===== config.mk =====
export PLATFORM = sky130hd
export DESIGN_NAME = ir_pulse_width_frame_sender
export DESIGN_NICKNAME = d
export VERILOG_FILES = /design/src/design/irpw_pkg.sv /design/src/design/irpw_engine.sv /design/src/design/ir_pulse_width_frame_sender.sv
export SDC_FILE = /design/constraint.sdc
export NUM_CORES = 1
export LEC_CHECK = 0
export BUFFER_PORTS_ARGS = -buffer_cell sky130_fd_sc_hd__buf_2
export CORE_MARGIN = 3
export CORE_UTILIZATION = 24
export DETAILED_ROUTE_END_ITERATION = 7
export HOLD_SLACK_MARGIN = 0.02
export PLACE_DENSITY = 0.45
export RECOVER_POWER = 100
export SYNTH_ARGS = -nofsm -noshare
export SYNTH_HDL_FRONTEND = slang
export SYNTH_HIERARCHICAL = 1
export SYNTH_SLANG_ARGS = --single-unit

===== constraint.sdc =====
create_clock -name clock -period 4.08 [get_ports clock]
set_input_delay 0.612 -clock clock [delete_from_list [all_inputs] [get_ports clock]]
set_output_delay 0.612 -clock clock [all_outputs]
set_load 0.005 [all_outputs]

===== src/design/irpw_pkg.sv =====
// ----------------------------------------------------------------------------
// irpw_pkg
// shared types and constants of the pulse-width ir frame sender
// ----------------------------------------------------------------------------
`default_nettype none

package irpw_pkg;

   // default frame length limit
   localparam int MAX_BITS_DEF = 32;

   // duration registers, all in ticks
   localparam int DUR_W = 16;
   localparam logic [DUR_W-1:0] START_MARK_RST = 16'd2400;
   localparam logic [DUR_W-1:0] ONE_MARK_RST   = 16'd1200;
   localparam logic [DUR_W-1:0] ZERO_MARK_RST  = 16'd600;
   localparam logic [DUR_W-1:0] SPACE_RST      = 16'd600;

   // payload widths
   localparam int DATA_W  = 32;
   localparam int COUNT_W = 6;

   // configuration port
   localparam int CSR_ADDR_W = 4;
   localparam int CSR_DATA_W = 32;

   typedef enum logic [1:0] {
      REG_START_MARK = 2'd0,
      REG_ONE_MARK   = 2'd1,
      REG_ZERO_MARK  = 2'd2,
      REG_SPACE      = 2'd3
   } reg_index_type;

   typedef enum logic {
      OP_TICK = 1'b0,
      OP_LOAD = 1'b1
   } op_type;

   typedef enum logic [2:0] {
      PH_IDLE  = 3'b001,
      PH_MARK  = 3'b010,
      PH_SPACE = 3'b100
   } phase_type;

   // durations handed to the frame engine
   typedef struct packed {
      logic [DUR_W-1:0] start_mark;
      logic [DUR_W-1:0] one_mark;
      logic [DUR_W-1:0] zero_mark;
      logic [DUR_W-1:0] space;
   } timing_type;

   // one result word
   typedef struct packed {
      logic ir_on;
      logic busy_res;
      logic load_rejected;
      logic frame_done;
   } result_type;

   // a zero duration lasts one tick
   function automatic logic [DUR_W-1:0] dur_fix(input logic [DUR_W-1:0] v);
      dur_fix = (v == '0) ? DUR_W'(1) : v;
   endfunction

endpackage

`default_nettype wire


===== src/design/irpw_engine.sv =====
// ----------------------------------------------------------------------------
// irpw_engine
// frame state and phase countdown, one word per cycle while accept is high
// ----------------------------------------------------------------------------
`default_nettype none

module irpw_engine #(
   parameter int MAX_BITS = irpw_pkg::MAX_BITS_DEF
) (
   input  wire logic                         clock,
   input  wire logic                         reset,
   input  wire logic                         accept,
   input  wire logic                         operation,
   input  wire logic [irpw_pkg::DATA_W-1:0]  frame_data,
   input  wire logic [irpw_pkg::COUNT_W-1:0] bit_count,
   input  wire irpw_pkg::timing_type         timing,
   output irpw_pkg::result_type              result
);
   import irpw_pkg::*;

   localparam int BL_W  = $clog2(MAX_BITS + 1);
   localparam int CMP_W = (BL_W > COUNT_W) ? BL_W : COUNT_W;

   phase_type          phase_ff, phase_in;
   logic [BL_W-1:0]    bits_left_ff, bits_left_in;
   logic [DATA_W-1:0]  shift_word_ff, shift_word_in;
   logic [DUR_W-1:0]   ticks_ff, ticks_in;

   logic [CMP_W-1:0]   cnt_ext;
   logic [BL_W-1:0]    cnt_sat;
   logic [BL_W-1:0]    idx;
   logic [DATA_W-1:0]  shifted;
   logic [DUR_W-1:0]   ticks_dec;

   always_comb begin
      cnt_ext   = CMP_W'(bit_count);
      cnt_sat   = (cnt_ext > CMP_W'(MAX_BITS)) ? BL_W'(MAX_BITS) : BL_W'(cnt_ext);
      idx       = bits_left_ff - BL_W'(1);
      // positions at or above the word width shift out as zero
      shifted   = shift_word_ff >> idx;
      ticks_dec = ticks_ff - DUR_W'(1);

      phase_in      = phase_ff;
      bits_left_in  = bits_left_ff;
      shift_word_in = shift_word_ff;
      ticks_in      = ticks_ff;
      result        = '0;

      if (operation == OP_LOAD) begin
         if (phase_ff != PH_IDLE) begin
            result.load_rejected = 1'b1;
         end else begin
            shift_word_in = frame_data;
            bits_left_in  = cnt_sat;
            phase_in      = PH_MARK;
            ticks_in      = dur_fix(timing.start_mark);
         end
         result.busy_res = (phase_in != PH_IDLE);
         result.ir_on    = (phase_in == PH_MARK);
      end else if (phase_ff != PH_IDLE) begin
         result.busy_res = 1'b1;
         result.ir_on    = (phase_ff == PH_MARK);
         ticks_in        = ticks_dec;
         if (ticks_dec == '0) begin
            priority if (phase_ff == PH_MARK) begin
               phase_in = PH_SPACE;
               ticks_in = dur_fix(timing.space);
            end else if (bits_left_ff != '0) begin
               bits_left_in = idx;
               phase_in     = PH_MARK;
               ticks_in     = shifted[0] ? dur_fix(timing.one_mark)
                                         : dur_fix(timing.zero_mark);
            end else begin
               phase_in          = PH_IDLE;
               result.frame_done = 1'b1;
            end
         end
      end
   end

   always_ff @(posedge clock) begin
      if (reset) begin
         phase_ff      <= PH_IDLE;
         bits_left_ff  <= '0;
         shift_word_ff <= '0;
         ticks_ff      <= '0;
      end else if (accept) begin
         phase_ff      <= phase_in;
         bits_left_ff  <= bits_left_in;
         shift_word_ff <= shift_word_in;
         ticks_ff      <= ticks_in;
      end
   end

endmodule

`default_nettype wire


===== src/design/ir_pulse_width_frame_sender.sv =====
// ----------------------------------------------------------------------------
// ir_pulse_width_frame_sender
// pulse-width infrared frame sender driven by tick and load words
// ----------------------------------------------------------------------------
// usage:
//   req channel: each word is a tick (operation 0) or a frame load
//   (operation 1 with frame_data and bit_count). a load starts a frame of a
//   start mark, then bit_count data marks msb first (long for 1, short for
//   0), each mark followed by one space. a load while busy is rejected.
//   rsp channel: exactly one word per request word, carrying the carrier
//   level, busy flag, reject flag and end-of-frame flag.
//   csr port: four 16-bit duration registers at byte addresses 0, 4, 8, 12
//   (start mark, one mark, zero mark, space); write only while idle.
// timing:
//   each result is registered in the output buffer; throughput is one
//   word per cycle while the skid slot is empty, set by the engine's state update.
// reset:
//   synchronous; durations return to defaults, the frame engine goes idle
//   and both output slots empty.
// backpressure:
//   a two-slot output buffer absorbs one extra word while rsp_stall is
//   high; req_stall rises only once both slots hold words.
// ----------------------------------------------------------------------------
`default_nettype none

module ir_pulse_width_frame_sender #(
   parameter int MAX_BITS = irpw_pkg::MAX_BITS_DEF
) (
   input  wire logic                            clock,
   input  wire logic                            reset,
   // request channel
   input  wire logic                            req_valid,
   output logic                                 req_stall,
   input  wire logic                            req_operation,
   input  wire logic [irpw_pkg::DATA_W-1:0]     req_frame_data,
   input  wire logic [irpw_pkg::COUNT_W-1:0]    req_bit_count,
   // response channel
   output logic                                 rsp_valid,
   input  wire logic                            rsp_stall,
   output logic                                 rsp_ir_on,
   output logic                                 rsp_busy_res,
   output logic                                 rsp_load_rejected,
   output logic                                 rsp_frame_done,
   // configuration port
   input  wire logic                            csr_psel,
   input  wire logic                            csr_penable,
   input  wire logic                            csr_pwrite,
   input  wire logic [irpw_pkg::CSR_ADDR_W-1:0] csr_paddr,
   input  wire logic [irpw_pkg::CSR_DATA_W-1:0] csr_pwdata,
   output logic [irpw_pkg::CSR_DATA_W-1:0]      csr_prdata,
   output logic                                 csr_pready
);
   import irpw_pkg::*;

   // duration registers
   timing_type    timing_ff;
   reg_index_type csr_index;
   logic          csr_write;

   // output buffer: main slot drives the port, skid slot catches overflow
   result_type    out_ff, out_in;
   result_type    skid_ff, skid_in;
   logic          out_valid_ff, out_valid_in;
   logic          skid_valid_ff, skid_valid_in;

   logic          accept;
   logic          pop;
   result_type    result;

   // ---------------------------------------------------------------- csr
   assign csr_pready = 1'b1;
   assign csr_index  = reg_index_type'(csr_paddr[3:2]);
   assign csr_write  = csr_psel & csr_penable & csr_pwrite & csr_pready;

   always_comb begin
      unique case (csr_index)
         REG_START_MARK: csr_prdata = CSR_DATA_W'(timing_ff.start_mark);
         REG_ONE_MARK:   csr_prdata = CSR_DATA_W'(timing_ff.one_mark);
         REG_ZERO_MARK:  csr_prdata = CSR_DATA_W'(timing_ff.zero_mark);
         REG_SPACE:      csr_prdata = CSR_DATA_W'(timing_ff.space);
         default:        csr_prdata = '0;
      endcase
   end

   always_ff @(posedge clock) begin
      if (reset) begin
         timing_ff.start_mark <= START_MARK_RST;
         timing_ff.one_mark   <= ONE_MARK_RST;
         timing_ff.zero_mark  <= ZERO_MARK_RST;
         timing_ff.space      <= SPACE_RST;
      end else if (csr_write) begin
         unique case (csr_index)
            REG_START_MARK: timing_ff.start_mark <= csr_pwdata[DUR_W-1:0];
            REG_ONE_MARK:   timing_ff.one_mark   <= csr_pwdata[DUR_W-1:0];
            REG_ZERO_MARK:  timing_ff.zero_mark  <= csr_pwdata[DUR_W-1:0];
            REG_SPACE:      timing_ff.space      <= csr_pwdata[DUR_W-1:0];
            default: ;
         endcase
      end
   end

   // ---------------------------------------------------------------- engine
   // new words come in as long as the skid slot is free
   assign req_stall = skid_valid_ff;
   assign accept    = req_valid & ~req_stall;
   assign pop       = out_valid_ff & ~rsp_stall;

   irpw_engine #(
      .MAX_BITS (MAX_BITS)
   ) u_engine (
      .clock      (clock),
      .reset      (reset),
      .accept     (accept),
      .operation  (req_operation),
      .frame_data (req_frame_data),
      .bit_count  (req_bit_count),
      .timing     (timing_ff),
      .result     (result)
   );

   // ---------------------------------------------------------------- output buffer
   always_comb begin
      out_in        = out_ff;
      skid_in       = skid_ff;
      out_valid_in  = out_valid_ff;
      skid_valid_in = skid_valid_ff;

      if (skid_valid_ff) begin
         // no accept possible here; drain skid into main slot on pop
         if (pop) begin
            out_in        = skid_ff;
            skid_valid_in = 1'b0;
         end
      end else if (accept) begin
         if (!out_valid_ff || pop) begin
            out_in       = result;
            out_valid_in = 1'b1;
         end else begin
            skid_in       = result;
            skid_valid_in = 1'b1;
         end
      end else if (pop) begin
         out_valid_in = 1'b0;
      end
   end

   always_ff @(posedge clock) begin
      if (reset) begin
         out_valid_ff  <= 1'b0;
         skid_valid_ff <= 1'b0;
      end else begin
         out_valid_ff  <= out_valid_in;
         skid_valid_ff <= skid_valid_in;
      end
   end

   // payload slots need no reset
   always_ff @(posedge clock) begin
      out_ff  <= out_in;
      skid_ff <= skid_in;
   end

   assign rsp_valid         = out_valid_ff;
   assign rsp_ir_on         = out_ff.ir_on;
   assign rsp_busy_res      = out_ff.busy_res;
   assign rsp_load_rejected = out_ff.load_rejected;
   assign rsp_frame_done    = out_ff.frame_done;

endmodule

`default_nettype wire


After elaboration in Yosys (flattened, before gate mapping)
Index checks and enable logic that the tools add are counted.
{ "totals": {"ff_bits": 131, "output_inout_bits": 39} }
{ "classes": {"eq_ne": 11, "addsub": 2, "reduce_logical": 26, "n_bitwise": 8, "shifts": 1, "magnitude_cmp": 1, "n_mux": 46} }
{ "ops": {"columns": ["op", "count"], "rows": [
  ["two-way mux 16 bit", 11],
  ["case mux 32 bit (4 select lines)", 1],
  ["logical NOT 16 bit", 5],
  ["two-way mux 6 bit", 7],
  ["right shift 32 x 6 -> 1 bit", 1],
  ["two-way mux 3 bit", 6],
  ["AND reduction 3 bit", 6],
  ["two-way mux 4 bit", 4],
  ["subtractor 16 x 1 -> 16 bit, second input constant", 1],
  ["two-way mux 1 bit", 14],
  ["nonzero test 2 bit", 6],
  ["AND reduction 2 bit", 4],
  ["== test 3 x 2 -> 1 bit, second input constant", 2],
  ["> comparator 6 bit, second input constant", 1],
  ["two-way mux 2 bit", 3],
  ["!= test 3 x 1 -> 1 bit, second input constant", 2],
  ["AND reduction 6 bit", 1],
  ["nonzero test 6 bit", 1],
  ["subtractor 6 x 1 -> 6 bit, second input constant", 1],
  ["AND 1 bit", 4],
  ["== test 2 bit, second input constant", 2],
  ["!= test 2 x 1 -> 1 bit, second input constant", 2],
  ["!= test 2 bit, second input constant", 2],
  ["inverter 1 bit", 4],
  ["4 further kinds", 4]
]} }

Depth between registers and ports, before layout
Gate-level depths: netlist (run 1).
{ "logic_depth": {"depth_word": 9, "mapped_depth": 13, "mapped_depth_nobuf": 10} }

Cells and area by module
Netlist (run 1), hierarchy kept.
{ "by_module_without_submodules": {"columns": ["mod", "instances", "cells_per_inst", "area_each_um2"], "rows": [
  ["irpw_engine", 1, 587, 4351.7],
  ["ir_pulse_width_frame_sender", 1, 322, 3513.4]
]} }

Worst setup path before layout (run 1)
OpenSTA, ideal clock, no wires.
{ "synth_path": {"path_type": "reg2reg", "startpoint": "reg u_engine.bits_left_ff[0]", "endpoint": "reg u_engine.ticks_ff[14]", "n_path_buf": 2, "stages_incl_launch_ff": 13, "required_ns": 4.014, "setup_slack_ns": 0.676, "arrival_time_ns": 3.338, "setup_ns": 0.066, "synth_period_minus_slack_ns": 3.404, "cell_sequence": "dfxtp_1 > buf_2 > clkinv_1 > ha_1 > xor2_4 > mux4_1 > o22ai_1 > o21a_1 > nand3_2 > a311oi_4 > buf_6 > mux2_2 > a21oi_2"} }
{ "synth_via": {"elab_chain_cells": 8, "elab_cells_between_ends": 9, "classes_between": "add/sub (1); shift (1); mux (6); reduce/logical (1)"} }
{ "synth_lines": {"columns": ["item", "line", "rtl"], "rows": [
  ["from (decl)", "irpw_engine.sv:25", "logic [BL_W-1:0] bits_left_ff, bits_left_in;"],
  ["from (signal assigned)", "irpw_engine.sv:89", "bits_left_ff <= bits_left_in;"],
  ["subtractor 6 x 1 -> 6 bit", "irpw_engine.sv:38", "idx = bits_left_ff - BL_W'(1);"],
  ["right shift 32 x 6 -> 1 bit", "irpw_engine.sv:40", "shifted = shift_word_ff >> idx;"],
  ["two-way mux 16 bit", "irpw_engine.sv:71", "ticks_in = shifted[0] ? dur_fix(timing.one_mark)"],
  ["two-way mux 16 bit (*)", "irpw_engine.sv:68", "end else if (bits_left_ff != '0) begin"],
  ["two-way mux 16 bit (*)", "irpw_engine.sv:65", "priority if (phase_ff == PH_MARK) begin"],
  ["two-way mux 16 bit (*)", "irpw_engine.sv:64", "if (ticks_dec == '0) begin"],
  ["two-way mux 16 bit (*)", "irpw_engine.sv:60", "end else if (phase_ff != PH_IDLE) begin"],
  ["two-way mux 16 bit (*)", "irpw_engine.sv:49", "if (operation == OP_LOAD) begin"],
  ["to (signal assigned)", "irpw_engine.sv:91", "ticks_ff <= ticks_in;"],
  ["to (decl)", "irpw_engine.sv:27", "logic [DUR_W-1:0] ticks_ff, ticks_in;"]
]} }
Every way passes the cells marked *; elsewhere a longest branch is shown, timed or not. The select of a mux whose other input is x is not followed.
A chain may end at the register's enable or synchronous reset.

Worst setup path in the final report (run 1)
{ "layout_path": {"startpoint": "reg u_engine.ticks_ff[0]", "endpoint": "reg u_engine.phase_ff[2]"} }
{ "layout_via": {"elab_chain_cells": 4} }
{ "layout_lines": {"columns": ["item", "line", "rtl"], "rows": [
  ["subtractor 16 x 1 -> 16 bit", "irpw_engine.sv:41", "ticks_dec = ticks_ff - DUR_W'(1);"],
  ["logical NOT 16 bit", "irpw_engine.sv:64", null],
  ["nonzero test 2 bit (no source line)", null, null],
  ["AND reduction 3 bit (no source line)", null, null],
  ["to (signal assigned)", "irpw_engine.sv:88", "phase_ff <= phase_in;"],
  ["to (decl)", "irpw_engine.sv:24", "phase_type phase_ff, phase_in;"]
]} }
No other way between the ends.

==> flow_metrics.py, run 1 <==
metrics = {
    "worst_setup_path": {
        "cpMaxStageDelayCell": "nor3_1",
        "rrSetupSlack_ns": 0.22,
        "critical_path_class": "flop to flop",
        "cp_cell_sequence": "inv_1 > ha_1 > or4b_1 > a211o_1 > a211oi_2 > nand2_1 > nor3_1 > mux2i_1 > nor2_1",
        "critPathRequiredTime_ns": 4.39,
        "critPathMaxFanout": 15,
        "end_kind": "flop",
        "slowest_delay_ns": 0.61,
        "worstSetupStartpointType": "flop",
        "arrival_ns": 4.17,
    },
    "global_route": {
        "antenna_found_initial": 1,
        "grt_pass1_vias": 6843,
        "grt_first_pass_wirelength_mm": 39.5,
        "grt_overflow": 0,
        "grt_max_degree": 74,
        "grt_use_total": 0.141,
    },
    "drt": {
        "wl_per_cell_um": 17.5,
        "drt-vias-per-instance": 4.90,
        "num_vias": 6919,
        "drc": 0,
        "first_pass_iters": 5,
        "drtIter0Drc": 540,
        "ant_nets": 0,
        "drt_wl_total_mm": 24.8,
    },
    "pwr": {
        "leakage_nw": 3.45,
        "irDropWorstVdd_mv": 0.324,
        "power_density_nw_per_um2": 425,
        "fin_total_pwr_mw": 3.88,
    },
    "final_layout": {
        "layout_common_cells": "dfxtp_1, nand2_1, mux2i_1, buf_2, nor2_1",
        "final_common_cell": "dfxtp_1",
        "final_nets": 1052,
        "utilization": 0.285,
        "layout-drive-gt1-share": 0.160,
        "final-instance-count-excl-fill": 1413,
        "area_delta_synth_final_pct": 16.0,
        "fin_area_um2": 9120,
        "diodes": 0,
    },
    "timing": {
        "setup_violations": 0,
        "finalHoldViolCount": 0,
        "holdWs_ns": 0.431,
        "final-max-slew-violation-count": 90,
        "max_freq_ghz": 0.259,
        "final.setup.tns_ns": 0,
        "period_share": 0.947,
        "setup_slack_ns": 0.217,
        "fin_skew_ns": 0.0131,
        "fin_crit_ns": 3.86,
        "rsz0062_at_grt": "no",
        "slew-limit-headroom": -0.297,
        "tightest_slew_ns": 1.93,
    },
    "synth": {
        "synth-seq-cells": 131,
        "synthCells": 909,
        "ys_warn_count": 6,
        "synth_top_flop_cell": "dfxtp_1",
        "seq_area_frac_synth": 0.344,
        "netlist-cell-type-count": 78,
        "syn_area_um2": 7870,
        "synth.avg_cell_area_um2": 8.65,
        "synth_edf_count": 8,
        "postSynth.asyncResetShare": 0,
    },
    "clock_tree": {
        "clock_sinks": 131,
        "clk_pin_slew_ns": 0.07,
        "cts_tree": "yes",
        "htreeDepth": 4,
        "cts_root_buf": "clkbuf_16",
        "cts_setup_buffers": 0,
        "cts_buffer_depth": 2,
        "clk_latency_ns": 0.42,
        "cts_resized": 0,
        "cts_hold_buffers": 0,
        "cts_buffers": 17,
    },
    "placement": {
        "hpwl_mm": 17.5,
        "port_buffers": 85,
        "pre_cts_ws_ns": 0.422,
        "place_area_um2": 8590,
        "gp_congestion": 0.810,
        "dp_cells": 1381,
    },
    "floorplanning": {
        "die_w_um": 187,
        "start_util": 0.246,
        "io_pins": 121,
        "row_count": 65,
        "coreArea_um2": 32000,
        "die_y_um": 187,
        "die-area_um2": 35000,
    },
    "run_status": {
        "status": "finished, violations left",
        "violations": "capacitance limit, slew limit",
    },
    "hold_path": {
        "hold_path.class": "primary input to flop",
    },
    "flow_run": {
        "drv_cap": 3,
    },
}
[synthesized netlist by cell type (25+ instances only)]
master | instances | share of area
nand2b_1 | 59 | 0.047
o21ai_0 | 53 | 0.034
clkbuf_1 | 41 | 0.020
buf_4 | 25 | 0.024
mux2i_1 | 70 | 0.089
nand2_1 | 114 | 0.054
dfxtp_1 | 123 | 0.31
a21oi_1 | 60 | 0.038
nor2_1 | 65 | 0.031
[cell type report]
class,count,area [um2]
clock buffer,20,468
clock inverter,12,164
fill,3494,22800
inverter,10,37.5
multi-input combinational,701,4670
sequential,131,2700
tap,435,544
timing repair buffer,104,532
[cells by family (layout without fill, tap and decap cells)]
family / count (synthesis) / count (layout) / share of synthesized area
AOI/OAI and AO/OA: 192 / 192 / 0.160
and+or+nand+nor: 376 / 376 / 0.244
xor gates and xnor gates: 5 / 5 / 0.00796
other: 2 / 17 / 0.000955
buffers and inverters: 92 / 146 / 0.0614
muxes: 106 / 106 / 0.175
adders and majority gates: 5 / 5 / 0.00795
DFF: 131 / 131 / 0.344
[critical path, delay by kind of cell, from the launching register on]
family,cells,cell delay [ns]
multiplexers,1,0.25
flip-flops,1,0.51
adder cells (fa/ha/maj),1,0.24
AND/OR/NAND/NOR,4,1.74
buffers and inverters,1,0.08
AO/OA/AOI/OAI,2,0.92
[routing by layer]
layer | part of all wire | vias to the layer above | wire length, um | track usage
met5 | 0.00052 | - | 13 | 0
met4 | 0.014 | 2 | 340 | 0.0404
met3 | 0.040 | 21 | 987 | 0.0255
met2 | 0.46 | 173 | 11300 | 0.221
met1 | 0.49 | 3353 | 12100 | 0.200
li1 | - | 3370 | - | -
[power by group]
group          switching, mW  leakage, nW  internal, mW
sequential            0.0735         1.08          1.35
clock                  0.628        0.308          1.03
combinational          0.492         2.07         0.310
[path summary, 6_finish.rpt]
path                                     startpoint                                      end  depth (start not counted)
max reg2reg       u_engine/ticks_ff[0]$_SDFFE_PP0P_        u_engine/phase_ff[2]$_SDFFE_PP0P_                          9
min                              req_frame_data[31]  u_engine/shift_word_ff[31]$_SDFFE_PP0P_                          3
max               u_engine/ticks_ff[0]$_SDFFE_PP0P_        u_engine/phase_ff[2]$_SDFFE_PP0P_                          9
min reg2reg  u_engine/shift_word_ff[1]$_SDFFE_PP0P_   u_engine/shift_word_ff[1]$_SDFFE_PP0P_                          2
[state kept, by name (all words and copies together), names as in the netlist, 3 cells and up]
name	count
u_engine/ticks_ff	16
u_engine/phase_ff	3
u_engine/shift_word_ff	32
skid_ff	4
u_engine/bits_left_ff	6
timing_ff	64
No activity file was read; power rests on OpenSTA's default activity.
==> inputs of run 2 (changes only) <==
--- a/config.mk
+++ b/config.mk
@@ -11,7 +11,6 @@
 export DETAILED_ROUTE_END_ITERATION = 7
 export HOLD_SLACK_MARGIN = 0.02
 export PLACE_DENSITY = 0.45
-export RECOVER_POWER = 100
 export SYNTH_ARGS = -nofsm -noshare
 export SYNTH_HDL_FRONTEND = slang
 export SYNTH_HIERARCHICAL = 1
==> run 2 against run 1 <==
Effect of this change: the flow now finishes without violations; clock-buffer cell count did not move; first-iteration DRC count decreased by 8.7%; clock power barely moved; worst hold slack about the same; critical path depth is 2 higher; combinational power up 3.0%; utilization grew 0.31 points; flip-flop and latch count unchanged; highest routed layer unchanged.
==> flow_metrics.py, run 2 (same netlist as run 1, synthesis figures left out) <==
metrics = {
    "drt": {
        "drt-vias-per-instance": 4.90,
        "drc": 0,
        "ant_nets": 0,
        "met2_length_mm": 11.3,
        "top_layer": "met5",
        "drt_wl_total_mm": 24.8,
        "first_pass_iters": 5,
        "num_vias": 6929,
        "drtIter0Drc": 493,
        "met1Wirelength_mm": 12.1,
        "dr_wl_met3_mm": 1.02,
        "wl_per_cell_um": 17.6,
    },
    "final_layout": {
        "seqCellArea_um2": 2700,
        "multi_input_area_um2": 4740,
        "layout-drive-gt1-share": 0.190,
        "final_nets": 1052,
        "largest_register": "timing_ff",
        "nFillCells": 3479,
        "layout_common_cells": "dfxtp_1, nand2_1, buf_2, mux2i_1, nor2_1",
        "area_delta_synth_final_pct": 17.3,
        "reg_top3": "timing_ff (64), u_engine/shift_word_ff (32), u_engine/ticks_ff (16)",
        "diodes": 0,
        "final_common_cell": "dfxtp_1",
        "utilization": 0.289,
        "largest_reg_flops": 64,
    },
    "placement": {
        "pre_cts_ws_ns": 0.422,
        "hpwl_mm": 17.5,
        "port_buffers": 85,
        "gp_congestion": 0.810,
    },
    "clock_tree": {
        "clock_sinks": 131,
        "cts_buffers": 17,
        "cts_root_buf": "clkbuf_16",
        "cts_tree": "yes",
        "cts_hold_buffers": 0,
        "cts_buffer_depth": 2,
        "cts_setup_buffers": 0,
        "clk_pin_slew_ns": 0.06,
        "clk_latency_ns": 0.42,
        "htreeDepth": 4,
        "cts_resized": 0,
    },
    "global_route": {
        "grt_first_pass_wirelength_mm": 39.5,
        "grt_overflow": 0,
        "antenna_found_initial": 1,
        "grt_use_total": 0.141,
        "grt_pass1_vias": 6843,
        "grt_max_degree": 74,
    },
    "worst_setup_path": {
        "path_buf_inv": 2,
        "critical_path_class": "flop to flop",
        "cpLargestDelayFamily": "multiplexers",
        "rr_worst_depth": 11,
        "path_depth": 11,
        "arrival_ns": 4.04,
        "cp_cell_sequence": "clkinv_1 > ha_1 > xor2_4 > mux4_1 > o22ai_1 > o21a_1 > nand3_2 > a311oi_4 > buf_4 > mux2_2 > a2bb2oi_2",
        "critPathRequiredTime_ns": 4.44,
        "end_kind": "flop",
        "cpMaxStageDelayCell": "mux4_1",
        "critPathMaxFanout": 16,
        "worstSetupStartpointType": "flop",
        "slowest_delay_ns": 0.66,
    },
    "timing": {
        "max_freq_ghz": 0.271,
        "fin_skew_ns": 0.0125,
        "period_share": 0.903,
        "setup_violations": 0,
        "fin_crit_ns": 3.69,
        "finalHoldViolCount": 0,
        "final-max-slew-violation-count": 0,
        "rsz0062_at_grt": "no",
        "slew-limit-headroom": 0.433,
        "tightest_slew_ns": 0.851,
        "final.setup.tns_ns": 0,
        "setup_slack_ns": 0.394,
    },
    "pwr": {
        "leakage_nw": 3.54,
        "fin_total_pwr_mw": 3.90,
        "irDropWorstVdd_mv": 0.320,
        "power_density_nw_per_um2": 423,
    },
    "floorplanning": {
        "io_pins": 121,
        "die-area_um2": 35000,
        "coreArea_um2": 32000,
        "die_y_um": 187,
        "die_w_um": 187,
        "start_util": 0.246,
        "row_count": 65,
    },
    "flow_run": {
        "drv_cap": 0,
    },
    "hold_path": {
        "hold_path.class": "primary input to flop",
        "worstHoldPathCells": 3,
    },
    "run_status": {
        "status": "completed",
    },
}
run 2: final timing paths:
kind | startpoint | end | slack, ns
worst min-delay path | req_frame_data[11] | u_engine/shift_word_ff[11]$_SDFFE_PP0P_ | 0.43
worst max register to register | u_engine/bits_left_ff[0]$_SDFFE_PP0P_ | u_engine/ticks_ff[8]$_SDFFE_PP0P_ | 0.39
worst max-delay path | u_engine/bits_left_ff[0]$_SDFFE_PP0P_ | u_engine/ticks_ff[8]$_SDFFE_PP0P_ | 0.39
worst min register to register | u_engine/shift_word_ff[1]$_SDFFE_PP0P_ | u_engine/shift_word_ff[1]$_SDFFE_PP0P_ | 0.45
run 2: report_power, final:
part	internal [mW]	total (mW)	switching, mW	leakage (nW)
Sequential	1.35	1.42	0.0731	1.08
Combinational	0.324	0.826	0.502	2.16
Clock	1.03	1.66	0.630	0.308
Total	2.70	3.90	1.21	3.54
run 2: final cells by class:
cell class                 instances  area share
clock inverter                    12      0.0178
timing repair buffer             104      0.0619
multi-input combinational        701       0.513
sequential                       131       0.293
tap                              435      0.0590
inverter                          10     0.00407
clock buffer                      20      0.0507
run 2: per-layer routing:
layer,global-route usage,vias up
met2,0.221,174
met1,0.200,3367
met4,0.0404,2
met3,0.0255,23
met5,0,-
li1,-,3363
run 2: through the flow:
stage,instance area [um2],hold WS [ns],std cells
2_1_floorplan,7920,0.432,924
3_3_place_gp,8590,0.440,1381
3_5_place_dp,8590,0.445,1381
4_1_cts,9220,0.401,1413
5_1_grt,9220,0.418,1413
6_report,9220,0.431,1413
run 2: tightest hold or removal path: stages:
cell and delay (ns):
buf_2 0.09, nand2_1 0.05, a21oi_1 0.05
